$ cat config.mk
export PLATFORM = sky130hd
export DESIGN_NAME = rgq_convert
export DESIGN_NICKNAME = d
export VERILOG_FILES = /design/src/hdl/rgq_pkg.sv /design/src/hdl/rgq_convert.sv
export SDC_FILE = /design/constraint.sdc
export NUM_CORES = 1
export LEC_CHECK = 0
export ABC_CLOCK_PERIOD_IN_PS = 6970
export BUFFER_PORTS_ARGS = -buffer_cell sky130_fd_sc_hd__buf_2
export CAP_MARGIN = 20
export CORE_UTILIZATION = 65
export DETAILED_ROUTE_END_ITERATION = 10
export PLACE_DENSITY_LB_ADDON = 0.05
export SYNTH_ARGS = -nofsm -noshare
export SYNTH_HDL_FRONTEND = slang
export SYNTH_SLANG_ARGS = --single-unit
$ cat constraint.sdc
create_clock -name clk -period 6.97 [get_ports clk]
set_input_delay 1.394 -clock clk [delete_from_list [all_inputs] [get_ports clk]]
set_output_delay 1.394 -clock clk [all_outputs]
set_load 0.005 [all_outputs]
$ cat src/hdl/rgq_pkg.sv
package rgq_pkg;

    // One converted pixel, packed as Y<<16 | Cb<<8 | Cr
    typedef struct packed {
        logic [7:0] y;
        logic [7:0] cb;
        logic [7:0] cr;
    } ycc_t;

    // Configuration register indexes
    localparam logic [1:0] CFG_FRAME_WIDTH  = 2'd0;
    localparam logic [1:0] CFG_FRAME_HEIGHT = 2'd1;
    localparam logic [1:0] CFG_QUANT_FACTOR = 2'd2;

    localparam logic [11:0] FRAME_WIDTH_RST  = 12'd640;
    localparam logic [15:0] FRAME_HEIGHT_RST = 16'd480;
    localparam logic [5:0]  QUANT_MAX        = 6'd50;

    // Sequencer states
    typedef enum logic [3:0] {
        ST_IDLE,
        ST_CONV,
        ST_DR_EM,
        ST_EV_WR,
        ST_OD_RD1,
        ST_OD_RD2,
        ST_OD_CALC,
        ST_OD_WR,
        ST_Q_START,
        ST_Q_RUN,
        ST_OUT_WAIT
    } state_t;

endpackage

$ cat src/hdl/rgq_convert.sv
module rgq_convert #(
    parameter int F = 16
) (
    input  logic              clk,
    input  logic              en,
    input  logic [7:0]        red,
    input  logic [7:0]        green,
    input  logic [7:0]        blue,
    output rgq_pkg::ycc_t     px
);
    import rgq_pkg::*;

    localparam int PW = F + 8;
    localparam int SW = F + 11;
    localparam longint ONE = 64'd1000000;
    localparam longint RND = 64'd500000;
    localparam longint K_YR  = ((longint'(299000) << F) + RND) / ONE;
    localparam longint K_YG  = ((longint'(587000) << F) + RND) / ONE;
    localparam longint K_YB  = ((longint'(114000) << F) + RND) / ONE;
    localparam longint K_CBR = ((longint'(168736) << F) + RND) / ONE;
    localparam longint K_CBG = ((longint'(331264) << F) + RND) / ONE;
    localparam longint K_HLF = ((longint'(500000) << F) + RND) / ONE;
    localparam longint K_CRG = ((longint'(418688) << F) + RND) / ONE;
    localparam longint K_CRB = ((longint'(81312) << F) + RND) / ONE;
    localparam logic signed [SW-1:0] HALF = SW'(longint'(128) << F);

    logic [PW-1:0] p_reg [9];
    logic signed [SW-1:0] ys, cbs, crs;

    function automatic logic [7:0] clamp255(input logic signed [SW-1:0] t);
        logic signed [SW-1:0] v;
        begin
            v = t >>> F;
            if (t < 0)
                clamp255 = 8'd0;
            else if (v > SW'(255))
                clamp255 = 8'd255;
            else
                clamp255 = v[7:0];
        end
    endfunction

    function automatic logic signed [SW-1:0] sx(input logic [PW-1:0] p);
        sx = $signed({3'b000, p});
    endfunction

    // Register the nine products when a pixel item is taken
    always_ff @(posedge clk)
    begin
        if (en)
        begin
            p_reg[0] <= PW'(longint'(red)   * K_YR);
            p_reg[1] <= PW'(longint'(green) * K_YG);
            p_reg[2] <= PW'(longint'(blue)  * K_YB);
            p_reg[3] <= PW'(longint'(red)   * K_CBR);
            p_reg[4] <= PW'(longint'(green) * K_CBG);
            p_reg[5] <= PW'(longint'(blue)  * K_HLF);
            p_reg[6] <= PW'(longint'(red)   * K_HLF);
            p_reg[7] <= PW'(longint'(green) * K_CRG);
            p_reg[8] <= PW'(longint'(blue)  * K_CRB);
        end
    end

    // Sum and clamp each component
    always_comb
    begin
        ys  = sx(p_reg[0]) + sx(p_reg[1]) + sx(p_reg[2]);
        cbs = HALF - sx(p_reg[3]) - sx(p_reg[4]) + sx(p_reg[5]);
        crs = HALF + sx(p_reg[6]) - sx(p_reg[7]) - sx(p_reg[8]);
    end

    always_ff @(posedge clk)
    begin
        px.y  <= clamp255(ys);
        px.cb <= clamp255(cbs);
        px.cr <= clamp255(crs);
    end
endmodule

# After elaboration in Yosys (flattened, before gate mapping)
# Memories as Yosys holds them, arrays and structs flattened.
# Index checks and enable logic that the tools add are counted.
classes:
  addsub: 8
  mul: 7
  n_lt_le_gt_ge: 6
  n_mux: 5
ops:
  columns: ["cell", "n"]
  rows:
  - ["$mul A8 B15 Y23 const B", 3]
  - ["$mul A8 B13 Y21 const B", 3]
  - ["$lt A27 B1 Y1 const B", 2]
  - ["$add A26 B25 Y27", 1]
  - ["$sub A26 B25 Y27", 1]
  - ["$add A25 B24 Y26", 1]
  - ["$lt A26 B1 Y1 const B", 1]
  - ["$sub A25 B24 Y26", 1]
  - ["$sub A25 B25 Y26", 1]
  - ["$add A24 B24 Y25", 1]
  - ["$add A24 B24 Y25 const A", 1]
  - ["$sub A24 B24 Y25 const A", 1]
  - ["$mux W8", 3]
  - ["$gt A11 B9 Y1 const B", 2]
  - ["$mul A8 B14 Y22 const B", 1]
  - ["$gt A10 B8 Y1 const B", 1]
  - ["$mux W1", 2]
totals:
  regBits: 24
  ramBits: 216
  elab_cells: 30
  memories: 1
memory_table:
  columns: ["memory", "depth", "word_bits", "rd", "rd_clocked_by_memory_dff", "wr", "line_no", "text"]
  rows:
  - ["p_reg", 9, 24, 9, 0, 9, "rgq_convert.sv:27", "logic [PW-1:0] p_reg [9];"]

# Logic depth before layout (Yosys ltp)
# An unclocked memory read counts as a cell.
depth:
  depth_word: 6
  depth_mapped: 17

# Worst setup path after synthesis
# OpenSTA, ideal clock, no wires.
synth_path:
  path_kind: "input port to flip-flop"
  from: "input blue[5]"
  to: "memory p_reg[0][68] in the netlist's numbering, data pin"
  setup_ns: 0.259
  arrival_time_ns: 5.416
  required_ns: 6.711
  setup_slack_ns: 1.295
  cell_stages: 16
  cell_sequence: "fa_1 -> fa_1 -> inv_1 -> fa_1 -> inv_1 -> fa_1 -> ha_1 -> nand3_1 -> a2bb2oi_1 -> a21oi_1 -> a21o_1 -> nor2_1 -> nor3_1 -> a2111oi_0 -> a21oi_1 -> xnor2_1"
synth_lines:
  columns: ["element", "line_no", "text"]
  rows:
  - ["from (decl)", "rgq_convert.sv:8", "input logic [7:0] blue,"]
  - ["to (decl)", "rgq_convert.sv:27", null]

==> reports/metrics.yaml <==
timing:
  fin_skew_ps: 15.7
  maxSlewHeadroom_pct: 41.3
  tns_ps: 0
  hold_slack_ps: 678
  fin_crit_ps: 5880
  finalCritPeriodShare_pct: 84.3
  tightest_slew_ps: 880
  hold_viol: 0
  max_freq_mhz: 170
  rsz0062_at_grt: "false"
  slew_viol_final: 0
  setup_viol: 0
power:
  p_clk_share_pct: 11.3
  total_power_mw: 9.13
  power_density_nw_per_um2: 412
  p_leak_nw: 10.9
  seqPwrFrac_pct: 23.3
  switching_share_pct: 45.3
  pwr-share-comb_pct: 65.4
  switching_power_mw: 4.14
  intPower_mw: 4.99
  irDropWorstVdd_mv: 0.429
logic_synthesis:
  yosys_register_bits: 180
  synth_common_cells: "437 x ha_1, 355 x inv_1, 177 x fa_1, 156 x edfxtp_1, 115 x xnor2_1"
  synthFlopType: "edfxtp_1"
  synth.avg_cell_area_um2: 10.6
  syn_nets: 2607
  netlist.area_leader.share_pct: 26.3
  synth_warnings: 0
  synth_edf_count: 156
  synth.distinct_cells: 70
  synth_area_leaders: "ha_1 26%, edfxtp_1 23%, fa_1 17%, inv_1 6.4%, xnor2_1 4.8%"
  synthArstFlopShare_pct: 0
  yosysTopAreaCell: "ha_1"
  yosysSeqAreaShare_pct: 24.9
  yosysMostFrequentCell: "ha_1"
  synth_cells: 1967
  netlist_area_um2: 20800
route:
  ant_nets: 0
  dr.pass1.iters: 5
  vias_per_cell: 5.80
  drt_wl_total_um: 46900
  vias: 14200
  wire_per_inst_um: 19.2
  drt-initial-drc-count: 755
  drc: 0
final_layout:
  nNetsFinal: 2674
  multi_input_area_um2: 14300
  antenna_cells: 0
  regArea_um2: 5160
  design_area_um2: 22100
  largest_reg_flops: 156
  utilization_pct: 70.3
  drive_above_1_share_pct: 5.52
  fillers: 2389
  area_growth_pct: 6.54
worst_setup_path:
  crit_required_ps: 7170
  start_kind: "input pin"
  crit_type: "input pin to flip-flop"
  crit_slowest_cell: "a2111oi_0"
  arrival_ps: 6080
  path_max_fanout: 13
  worstPathCellList: "buf_2, fa_1, fa_1, inv_1, fa_1, inv_1, fa_1, ha_1, nand3_1, a2bb2oi_1, a21oi_1, a21o_1, nor2_1, nor3_1, a2111oi_0, a21oi_1, xnor2_1"
  max_stage_delay_ps: 660
  endpoint_kind: "flip-flop"
  path_common_cell: "fa_1"
min_path:
  hp-class: "flip-flop to flip-flop"
clock_network:
  cts_tree: "yes"
  cts-resized-gates: 0
  max-clock-path-buffers: 2
  cts_buffers: 17
  clkTransAtPathRegs_ps: 80
  hold_buffers: 0
  cts_root_buffer: "clkbuf_16"
  post_cts_buffers: 0
  clock_sinks: 180
  cts_htree_levels: 4
  insertion_delay_ps: 470
die:
  io_pins: 50
  die_h_um: 181
  fp.coreArea_um2: 31500
  dieArea_um2: 32700
  placementRows: 65
  die_w_um: 181
  start_util_pct: 66.0
run_status:
  status: "finished, final reports clean"
placed_design:
  post-dp-hpwl_um: 38800
  gp_congestion: 0.942
  placedInstanceArea_um2: 21500
  port_buffers: 49
global_route:
  met2_usage_pct: 50.0
  antenna_found_initial: 1
  grtUsageTotal_pct: 30.2
  grt_pass1_vias: 14600
  grt_start_max_net_pins: 90
  use_met1_pct: 40.8
  busiest_layer: "met2"
  groute.layer.met3.usage_pct: 4.11
  grt.overflow.total: 0
  grt_pass1_wl_um: 75200
flow_run:
  drv_cap: 0
[worst max-delay path, delay by kind of cell]
| family | cells | cell delay, ps |
|---|---|---|
| adders and majority gates | 5 | 2410 |
| xor gates and xnor gates | 1 | 160 |
| AOI/OAI and AO/OA | 5 | 1390 |
| buffers and inverters | 3 | 390 |
| and+or+nand+nor | 3 | 330 |
[metrics by stage]
stage	worst slack [ps]	cells
after detailed placement	597	2417
after floorplan	1300	1967
after global placement	707	2417
after global routing	680	2449
after CTS	1080	2449
final	1090	2449
[power by group through the flow]
stage	logic (mW)	registers [mW]	clock network, mW
final	5.97	2.13	1.03
after global routing	6.73	2.17	1.08
after detailed placement	5.87	2.15	0
after floorplan	4.45	2.04	0
after CTS	5.95	2.13	1.05
after global placement	5.68	2.15	0
[cell type report]
class                           instances  area share (%)
Clock buffer                           17            1.92
Clock inverter                         15           0.837
Inverter                              355            6.02
Multi-Input combinational cell       1430            64.4
Sequential cell                       180            23.3
Tap cell                              402            2.27
Timing Repair Buffer                   50            1.17
[path summary, 6_finish.rpt]
kind	from	end	slack, ps	cells after the start
max reg2reg	p_reg[0][78]	px[9]	1980	16
max	blue[6]	p_reg[0][68]	1090	17
min reg2reg	p_reg[0][166]	px[7]	680	3
min	p_reg[0][166]	px[7]	680	3
[per-layer routing]
layer / vias up / share of wire, %
met5: - / 0
met4: 0 / 2.9
met3: 70 / 4.4
met2: 320 / 47
met1: 6862 / 45
li1: 6945 / -
[cell usage in the layout (no fill, tap or decap), drive strengths merged, types with 17 or more instances in the layout]
| cell type | netlist | routed |
|---|---|---|
| a21o | 30 | 30 |
| a21oi | 103 | 103 |
| and3 | 20 | 20 |
| buf | 1 | 50 |
| clkbuf | 1 | 17 |
| dfxtp | 24 | 24 |
| edfxtp | 156 | 156 |
| fa | 177 | 177 |
| ha | 437 | 437 |
| inv | 355 | 364 |
| nand2 | 47 | 47 |
| nand3 | 31 | 31 |
| nor2 | 89 | 89 |
| nor2b | 23 | 23 |
| nor3 | 47 | 47 |
| o21a | 25 | 25 |
| o21ai | 42 | 42 |
| or2 | 18 | 18 |
| xnor2 | 115 | 115 |
| xor2 | 46 | 46 |
[kinds of logic after synthesis]
group,Yosys count,share of synthesized area [%]
and+or+nand+nor,350,8.80
adders and majority gates,614,43.4
buffers and inverters,357,6.49
xor gates and xnor gates,161,6.79
AOI/OAI and AO/OA,305,9.67
DFF,180,24.9
(Power assumes the default switching activity.)
