`src/hdl/rgq_pkg.sv`:
```
package rgq_pkg;

    // One converted pixel, packed as Y<<16 | Cb<<8 | Cr
    typedef struct packed {
        logic [7:0] y;
        logic [7:0] cb;
        logic [7:0] cr;
    } ycc_t;

    // Configuration register indexes
    localparam logic [1:0] CFG_FRAME_WIDTH  = 2'd0;
    localparam logic [1:0] CFG_FRAME_HEIGHT = 2'd1;
    localparam logic [1:0] CFG_QUANT_FACTOR = 2'd2;

    localparam logic [11:0] FRAME_WIDTH_RST  = 12'd640;
    localparam logic [15:0] FRAME_HEIGHT_RST = 16'd480;
    localparam logic [5:0]  QUANT_MAX        = 6'd50;

    // Sequencer states
    typedef enum logic [3:0] {
        ST_IDLE,
        ST_CONV,
        ST_DR_EM,
        ST_EV_WR,
        ST_OD_RD1,
        ST_OD_RD2,
        ST_OD_CALC,
        ST_OD_WR,
        ST_Q_START,
        ST_Q_RUN,
        ST_OUT_WAIT
    } state_t;

endpackage

```
`src/hdl/rgq_quant.sv`:
```
module rgq_quant (
    input  logic          clk,
    input  logic          rst_n,
    input  logic          start,
    input  rgq_pkg::ycc_t val,
    input  logic [5:0]    qy,
    input  logic [5:0]    qc,
    output logic          done,
    output rgq_pkg::ycc_t res
);
    import rgq_pkg::*;

    logic [7:0] v_reg   [3];
    logic [7:0] sh_reg  [3];
    logic [5:0] rem_reg [3];
    logic [5:0] dv_reg  [3];
    logic [5:0] rem_next [3];
    logic [6:0] r7 [3];
    logic [2:0] cnt_reg;
    logic       busy_reg;
    logic       done_reg;

    // One restoring-division bit per lane and cycle while busy
    always_comb
    begin
        for (int i = 0; i < 3; i++)
        begin
            r7[i] = {rem_reg[i], sh_reg[i][7]};
            if (r7[i] >= {1'b0, dv_reg[i]})
                rem_next[i] = 6'(r7[i] - {1'b0, dv_reg[i]});
            else
                rem_next[i] = r7[i][5:0];
        end
    end

    always_ff @(posedge clk or negedge rst_n)
    begin
        if (!rst_n)
        begin
            cnt_reg  <= 3'd0;
            busy_reg <= 1'b0;
            done_reg <= 1'b0;
        end
        else
        begin
            done_reg <= busy_reg && !start && (cnt_reg == 3'd7);
            if (start)
            begin
                cnt_reg  <= 3'd0;
                busy_reg <= 1'b1;
            end
            else if (busy_reg)
            begin
                cnt_reg <= cnt_reg + 3'd1;
                if (cnt_reg == 3'd7)
                begin
                    busy_reg <= 1'b0;
                end
            end
        end
    end

    always_ff @(posedge clk)
    begin
        if (start)
        begin
            v_reg[0]  <= val.y;
            v_reg[1]  <= val.cb;
            v_reg[2]  <= val.cr;
            sh_reg[0] <= val.y;
            sh_reg[1] <= val.cb;
            sh_reg[2] <= val.cr;
            dv_reg[0] <= qy;
            dv_reg[1] <= qc;
            dv_reg[2] <= qc;
            for (int i = 0; i < 3; i++)
            begin
                rem_reg[i] <= 6'd0;
            end
        end
        else if (busy_reg)
        begin
            for (int i = 0; i < 3; i++)
            begin
                rem_reg[i] <= rem_next[i];
                sh_reg[i]  <= {sh_reg[i][6:0], 1'b0};
            end
        end
    end

    // Truncate to a multiple of the divisor
    assign done   = done_reg;
    assign res.y  = v_reg[0] - {2'b00, rem_reg[0]};
    assign res.cb = v_reg[1] - {2'b00, rem_reg[1]};
    assign res.cr = v_reg[2] - {2'b00, rem_reg[2]};
endmodule

```
`config.mk`:
```
export PLATFORM = sky130hd
export DESIGN_NAME = rgq_quant
export DESIGN_NICKNAME = d
export VERILOG_FILES = /design/src/hdl/rgq_pkg.sv /design/src/hdl/rgq_quant.sv
export SDC_FILE = /design/constraint.sdc
export NUM_CORES = 1
export LEC_CHECK = 0
export BUFFER_PORTS_ARGS = -buffer_cell sky130_fd_sc_hd__buf_2
export CORE_ASPECT_RATIO = 0.9
export CORE_MARGIN = 2
export CORE_UTILIZATION = 40
export DETAILED_ROUTE_END_ITERATION = 6
export SLEW_MARGIN = 15
export SYNTH_ARGS = -nofsm -noshare
export SYNTH_HDL_FRONTEND = slang
export SYNTH_SLANG_ARGS = --single-unit
export TNS_END_PERCENT = 1
```
`constraint.sdc`:
```
create_clock -name clk -period 4.9 [get_ports clk]
set_input_delay 0.49 -clock clk [delete_from_list [all_inputs] [get_ports clk]]
set_output_delay 0.49 -clock clk [all_outputs]
set_load 0.02 [all_outputs]
```
# Word level (Yosys, flattened, before mapping)
# Memories as Yosys holds them, arrays and structs flattened.
# Index checks and enable logic that the tools add are counted.
[word_totals] word_cells=47 inputBits=39 ram_bits=84 memories=4 output_inout_bits=25 latchBits=0 ff_bits=5 rom_bits=0
[classes] addsub=7 n_lt_le_gt_ge=3 shifts=0 div=0 multipliers=0 n_eq_ne=1 bitwise_logic=6 reduce_logical=4 n_mux=19
[mem_list] name="sh_reg" words=3 word_bits=8 read_ports=3 rd_ports_with_merged_regs=0 write_ports=3 line="rgq_quant.sv:14" source="logic [7:0] sh_reg [3];"
[mem_list] name="v_reg" words=3 word_bits=8 read_ports=3 rd_ports_with_merged_regs=0 write_ports=3 line="rgq_quant.sv:13" source="logic [7:0] v_reg [3];"
[mem_list] name="dv_reg" words=3 word_bits=6 read_ports=3 rd_ports_with_merged_regs=0 write_ports=3 line="rgq_quant.sv:16" source="logic [5:0] dv_reg [3];"
[mem_list] name="rem_reg" words=3 word_bits=6 read_ports=3 rd_ports_with_merged_regs=0 write_ports=3 line="rgq_quant.sv:15" source="logic [5:0] rem_reg [3];"
[op_table] operator="$mux W6" n=6
[op_table] operator="$mux W8" n=3
[op_table] operator="$sub A8 B6 Y8" n=3
[op_table] operator="$ge A7 B6 Y1" n=3
[op_table] operator="$sub A6 B6 Y6" n=3
[op_table] operator="$mux W1" n=8
[op_table] operator="$mux W3" n=2
[op_table] operator="$or A1 B1 Y1" n=6
[op_table] operator="$add A3 B1 Y3 const B" n=1
[op_table] operator="$eq A3 B3 Y1 const B" n=1
[op_table] operator="$logic_and A1 B1 Y1" n=2
[op_table] operator="$reduce_bool A2 Y1" n=1
[op_table] operator="$logic_not A1 Y1" n=1

# Depth between registers and ports, before layout
# Gate-level depths: netlist of the first run.
[depth] word_depth=4 depth_mapped=9 depth_no_buf=9

# Worst setup path after synthesis of the first run
# OpenSTA, ideal clock, no wires.
[synth_path] path_kind="register to output" from="memory rem_reg[1][0] (netlist: rem_reg[0][6])" to="output port res[14] (netlist name)" t_required_ps=4410 t_arrival_ps=1958 n_path_buf=0 setup_slack_ps=2452 stages_incl_launch_ff=9 cell_sequence="edfxtp_1 ha_1 inv_1 fa_1 a21o_1 a21oi_1 o21bai_1 a21oi_1 xor2_1"
[synth_lines] element="from (decl)" line="rgq_quant.sv:15"
[synth_lines] element="to (decl)" line="rgq_quant.sv:9" source="output rgq_pkg::ycc_t res"

==> results of run 1 <==
-- placed cells by master (no fill, tap or decap), types with 2 or more instances in the layout --
cell       instances
a31o_1             3
o21bai_1           3
nand4_1            2
buf_2             63
o31ai_1            7
mux2i_1            4
clkinv_2           2
o21ai_4            2
o21ai_0            4
nand3_1            7
mux2_4             2
a31oi_4            3
a21oi_1           18
a211oi_1           6
o21a_1             7
ha_1              41
xnor2_1           13
nand2_1           67
inv_1             44
a31oi_1            2
and2_1             3
nor3_1             3
nor2b_1            7
a211o_1            3
or2_1              3
o31a_1             4
fa_1               6
clkinv_4           2
a21o_1             9
buf_4              3
edfxtp_1          78
nor2_1            21
dfrtp_1            5
nor2_2             2
nand2b_1           7
clkbuf_16          9
xor2_1             9
-- synthesized netlist by cell type, drive strengths merged --
cell / instances
nor2b: 8
nand2b: 7
xnor2: 13
a221oi: 1
ha: 41
nor3: 3
a31oi: 5
or3: 2
fa: 6
nand3b: 1
o21a: 7
a211oi: 6
mux2i: 4
mux2: 2
o21ba: 1
nand3: 7
o21ai: 8
a31o: 3
edfxtp: 78
o31ai: 7
nand2: 67
buf: 3
and2: 3
o22ai: 1
or2: 5
a311oi: 2
nor2: 23
xor2: 9
clkbuf: 6
a21o: 9
a211o: 3
inv: 44
and3: 2
a21bo: 1
o31a: 4
nand4: 2
o21bai: 3
dfrtp: 5
a21oi: 18
-- power by group --
group | switching [mW] | total, mW | internal (mW)
sequential | 0.0652 | 0.967 | 0.901
clock | 0.273 | 0.669 | 0.396
combinational | 0.793 | 1.35 | 0.559
total | 1.13 | 2.99 | 1.86
-- worst reg2reg max path, stage by stage (launching register included) --
cell,delay [ns]
edfxtp_1,0.44
ha_1,0.39
nor2b_1,0.30
o21ai_4,0.09
a31oi_4,0.33
mux2_4,0.34
nor2_2,0.07
-- cell families after synthesis --
family,count (synthesis)
and+or+nand+nor,130
buffers and inverters,53
muxes,6
adders and majority gates,47
DFF,83
xor gates and xnor gates,22
AOI/OAI and AO/OA,79
-- metal layers --
metal / vias to the layer above / routed length, um / global-route usage / part of all wire
li1: 1623 / - / - / -
met1: 1572 / 4595 / 0.2131 / 0.46
met2: 49 / 4769 / 0.2660 / 0.48
met3: 15 / 400 / 0.04502 / 0.040
met4: 0 / 164 / 0.05462 / 0.017
met5: - / 0 / 0 / 0
-- layout make-up --
| type | count | area (um^2) |
|---|---|---|
| tap | 156 | 195.2 |
| fill | 1091 | 5978 |
| sequential | 83 | 2467 |
| multi-input combinational | 284 | 2125 |
| inverter | 44 | 165.2 |
| clock inverter | 6 | 66.31 |
| clock buffer | 10 | 229.0 |
| timing repair buffer | 67 | 347.8 |
-- how the worst max path moves through the flow --
stage | start | end | cells after the start
2_1_floorplan | rem_reg[0][6] | res[14] | 8
3_3_place_gp | rem_reg[0][6] | res[14] | 9
6_report | v_reg[0][8] | res[14] | 10
5_1_grt | v_reg[0][8] | res[14] | 10
3_5_place_dp | v_reg[0][8] | res[14] | 10
4_1_cts | v_reg[0][8] | res[14] | 10
==> summary.txt, run 1 <==
Synth
  • Synth Area in XOR/XNOR: 0.04022
  • Post-synthesis compound-gate area fraction: 0.1316
  • Synth top area cells: edfxtp_1 (49%), ha_1 (11%), nand2_1 (5.2%), inv_1 (3.4%), dfrtp_1 (2.6%)
  • Sequential area share after synthesis: 0.5150
  • Synthesized area: 0.004791 mm^2
  • Synth cell types: 49
  • FF+latch count, synth: 83
  • Mapped Nets: 506
  • Post-synth top area share: 0.4889
  • Mux share of post-synthesis cell area: 0.01463
  • Adder-cell share of the synthesized area: 0.1321
  • Syn Area/Cell: 11.41 um^2
  • Post-Synthesis Cells: 420
  • Yosys warnings: 0
  • Synth Area in Simple Gates: 0.1243
  • Leading area contributor after synthesis: edfxtp_1
  • Largest family of logic cells by synthesized area: adder cells

Global routing
  • Pin count of the biggest net entering global routing: 43
  • First-pass GRT wire length: 16130 um
  • GRT Overall Usage: 0.1639
  • Antenna violations before repair: 0
  • Vias in the first global route: 3315
  • Total grt overflow: 0

Job
  • Max_cap viols: 0

STA
  • Worst-Margin Slew: 1.044 ns
  • Max_slew headroom: 0.3041
  • Hold Vio Cnt, Final: 0
  • WHS: 0.3245 ns
  • Final setup vio count: 0
  • Setup TNS: 0 ns
  • Max Clock Freq: 338.5 MHz
  • Period utilisation layout: 0.6029
  • Unrepaired setup endpoints after global routing: no
  • Post-layout minimum cycle time: 2.954 ns
  • PnR worst setup slack: 1.946 ns
  • Final Skew: 0.004963 ns
  • Final-report max-slew violation count: 0

Setup path
  • Max incr delay on CP: 0.40 ns
  • Start of the worst register-to-register path: rem_reg[0][0]
  • Startpoint Class: flop
  • Reg-to-reg slack, setup: 2.79 ns
  • Crit-path cells: inv_1 -> ha_1 -> inv_1 -> fa_1 -> a21o_1 -> a21oi_1 -> o21bai_1 -> a21oi_1 -> xor2_1 -> buf_2
  • Delay-heaviest family, CP: compound AO/OA/AOI/OAI gates
  • R2R Path End: rem_reg[0][1]
  • Worst Setup End Kind: output port
  • Worst r2r path cells: 6
  • Critical path fanouts, max: 2
  • Slowest-stage cell, CP: fa_1
  • Bufs and invs on worst path: 3
  • Kind of critical path: flop to output port
  • WP data arrival: 2.46 ns
  • Data required, critical path: 4.41 ns

Routing
  • Drt wl/cell: 15.28 um
  • Vias: 3259
  • Vias/cell: 5.014
  • Post-DRT Antenna Nets: 0
  • DRC: 0
  • Routed WL: 9930 um
  • First-pass DRT Iterations: 4
  • Violation count after the first detailed-route iteration: 155

Placement
  • # port buffers: 63
  • Post-DP HPWL: 7536 um
  • Post-place setup slack: 2.267 ns
  • GPL Wtd Cong: 0.8050
  • Cell total after placement: 633
  • Placed cell areas: 0.005290 mm^2

Pwr
  • Overall Power: 2.988 mW
  • Pleak: 2.448 nW
  • Pwr Density: 534.0 mW/mm^2
  • Maximum VDD drop: 284.0 uV

Worst hold path
  • Min-delay src: qc[5]
  • Worst Hold Depth: 1
  • Hold crit path type: primary input to flop
  • WHS Endpoint: dv_reg[0][11]

Clock network
  • Post CTS Setup Buffer Count: 0
  • Worst-path clk slew: 0.06 ns
  • CTS root buffer: clkbuf_16
  • Clock sinks: 83
  • CTS Buf Count: 9
  • CTS hold repair buffers: 1
  • Longest Clk Path Bufs: 2
  • Clock Latency Late Sink: 0.34 ns
  • CTS tree: done
  • H-Tree Depth: 3
  • Cells resized by post-CTS repair: 0

Status
  • Status: complete, no violations

Floorplan
  • Height of the die: 107.8 um
  • Site row count: 37
  • Width of the die: 119.4 um
  • Ports: 64
  • Initial Util: 0.4139
  • Core area: 0.01157 mm^2
  • DIE AREA: 0.01287 mm^2

Layout
  • Layout Nets: 575
  • Antenna diodes: 0
  • Layout area overhead: 16.79%
  • Layout cells sized above 1: 0.2004
  • Post-route cell area: 0.005595 mm^2
  • Non-Filler Instances: 650
  • Utilization after layout: 0.4835
Note: power is estimated with default switching activity, not from simulation.
==> run 2, diff against run 1 <==
==> constraint.sdc (replaced) <==
create_clock -name clk -period 2.53 [get_ports clk]
set_input_delay 0.253 -clock clk [delete_from_list [all_inputs] [get_ports clk]]
set_output_delay 0.253 -clock clk [all_outputs]
set_load 0.02 [all_outputs]
==> summary.txt, run 2 (synthesized netlist as in run 1, its figures left out) <==
Status
  • Status: finished with violations
  • Failing checks: negative setup slack

Floorplan
  • Ports: 64
  • Initial Util: 0.4139
  • Core area: 0.01157 mm^2
  • Width of the die: 119.4 um
  • DIE AREA: 0.01287 mm^2
  • Site row count: 37
  • Height of the die: 107.8 um

Pwr
  • Maximum VDD drop: 452.9 uV
  • Pleak: 2.505 nW
  • Pwr Density: 1041 mW/mm^2

Routing
  • Vias: 3222
  • Drt wl/cell: 15.33 um
  • Vias/cell: 4.904
  • DRC: 0
  • Routed WL: 10080 um
  • Violation count after the first detailed-route iteration: 132
  • First-pass DRT Iterations: 5
  • Post-DRT Antenna Nets: 0

Layout
  • Layout Nets: 582
  • Antenna diodes: 0
  • Most frequent cells in the layout: edfxtp_1 (78), nand2_1 (67), buf_2 (54)
  • Utilization after layout: 0.4950
  • Most common cell after layout, fill and taps aside: edfxtp_1
  • Register area: 0.002467 mm^2
  • Layout cells sized above 1: 0.2435
  • Layout area overhead: 19.59%
  • Post-route cell area: 0.005729 mm^2
  • # fillers: 1090
  • Multi-input gate area: 0.002166 mm^2

Global routing
  • GRT Overall Usage: 0.1667
  • Pin count of the biggest net entering global routing: 29
  • Vias in the first global route: 3256
  • First-pass GRT wire length: 16300 um
  • Antenna violations before repair: 0
  • Total grt overflow: 0

STA
  • Worst-Margin Slew: 0.6933 ns
  • Unrepaired setup endpoints after global routing: yes
  • Hold Vio Cnt, Final: 0
  • Final-report max-slew violation count: 0
  • Final setup vio count: 1
  • Setup TNS: -0.02803 ns
  • Final Skew: 0.005068 ns
  • Max Clock Freq: 390.9 MHz
  • Max_slew headroom: 0.5357
  • PnR worst setup slack: -0.02803 ns
  • WHS: 0.08039 ns
  • Post-layout minimum cycle time: 2.558 ns
  • Period utilisation layout: 1.011

Clock network
  • Worst-path clk slew: 0.06 ns
  • Clock Latency Late Sink: 0.34 ns
  • CTS Buf Count: 9
  • Longest Clk Path Bufs: 2
  • CTS tree: done
  • Clock sinks: 83
  • CTS root buffer: clkbuf_16
  • H-Tree Depth: 3

Setup path
  • Worst Setup End Kind: output port
  • Worst r2r path cells: 7
  • Kind of critical path: flop to output port
  • Data required, critical path: 2.28 ns
  • Crit-path cells: inv_2 -> ha_1 -> nor2b_1 -> o31a_1 -> or2_1 -> a31o_1 -> xnor2_2 -> buf_4
  • Startpoint Class: flop
  • Slowest-stage cell, CP: edfxtp_1
  • WP data arrival: 2.31 ns
  • Critical path fanouts, max: 3
  • Max incr delay on CP: 0.43 ns

Placement
  • Post-DP HPWL: 7489 um
  • Post-place setup slack: 0.1523 ns
  • GPL Wtd Cong: 0.8070
  • Placed cell areas: 0.005325 mm^2
  • # port buffers: 63

Worst hold path
  • Worst Hold Depth: 1
  • Hold crit path type: primary input to flop

Job
  • Max_cap viols: 0
run 2: changes by cell type in the layout (fill, tap and decap cells not counted), sizes merged:
| cell | previous run | this run |
|---|---|---|
| clkbuf | 10 | 9 |
| buf | 66 | 73 |
| inv | 45 | 46 |
run 2: routing by layer:
metal,share of wire,vias to the layer above,track usage
met5,0,-,0
li1,-,1633,-
met4,0.0096,0,0.05798
met2,0.48,46,0.2660
met1,0.47,1537,0.2214
met3,0.032,6,0.04290
run 2: timing repair:
item / in CTS / in global routing
pin swaps: 7 / 5
gates resized for setup: 17 / 7
buffers inserted: 2 / 2
endpoints found under the setup margin: 7 / 9
hold buffers: 1 / 0
hold endpoints to repair: 5 / 0
run 2: layout make-up:
cell class / instances / share of cell area
flip-flops and latches: 83 / 0.4307
multi-input cells: 284 / 0.3780
repair buffers: 74 / 0.07600
clock buffers: 9 / 0.03931
well taps: 156 / 0.03407
inverters: 44 / 0.02883
clock inverters: 7 / 0.01310
run 2: worst max-delay path: cells and delay by family, from the launching register on:
family          cells  cell delay, ns
fa+ha+maj           1            0.22
buf+inv             2            0.26
xor+xnor            1            0.15
simple gates        2            0.39
flops               1            0.43
compound gates      2            0.51
run 2: path summary, 6_finish.rpt:
check,slack (ns),endpoint,from
worst min register to register,0.51,sh_reg[0][5],sh_reg[0][4]
worst min-delay path,0.08,dv_reg[0][12],qc[0]
max in group asynchronous,2.16,cnt_reg[0],rst_n
worst max-delay path,-0.03,res[15],rem_reg[0][7]
min in group asynchronous,0.24,cnt_reg[2],rst_n
worst max register to register,0.35,rem_reg[0][1],rem_reg[0][0]
run 2: report_power, final:
| part | internal [mW] | total, mW | switching [mW] |
|---|---|---|---|
| combinational | 1.18 | 2.75 | 1.57 |
| clock | 0.772 | 1.34 | 0.572 |
| sequential | 1.75 | 1.87 | 0.124 |
run 2: stage by stage:
| step | instances | power, mW |
|---|---|---|
| 2_1_floorplan | 420 | 3.840 |
| 3_3_place_gp | 636 | 4.445 |
| 3_5_place_dp | 636 | 4.508 |
| 4_1_cts | 655 | 5.959 |
| 5_1_grt | 657 | 6.361 |
| 6_report | 657 | 5.966 |
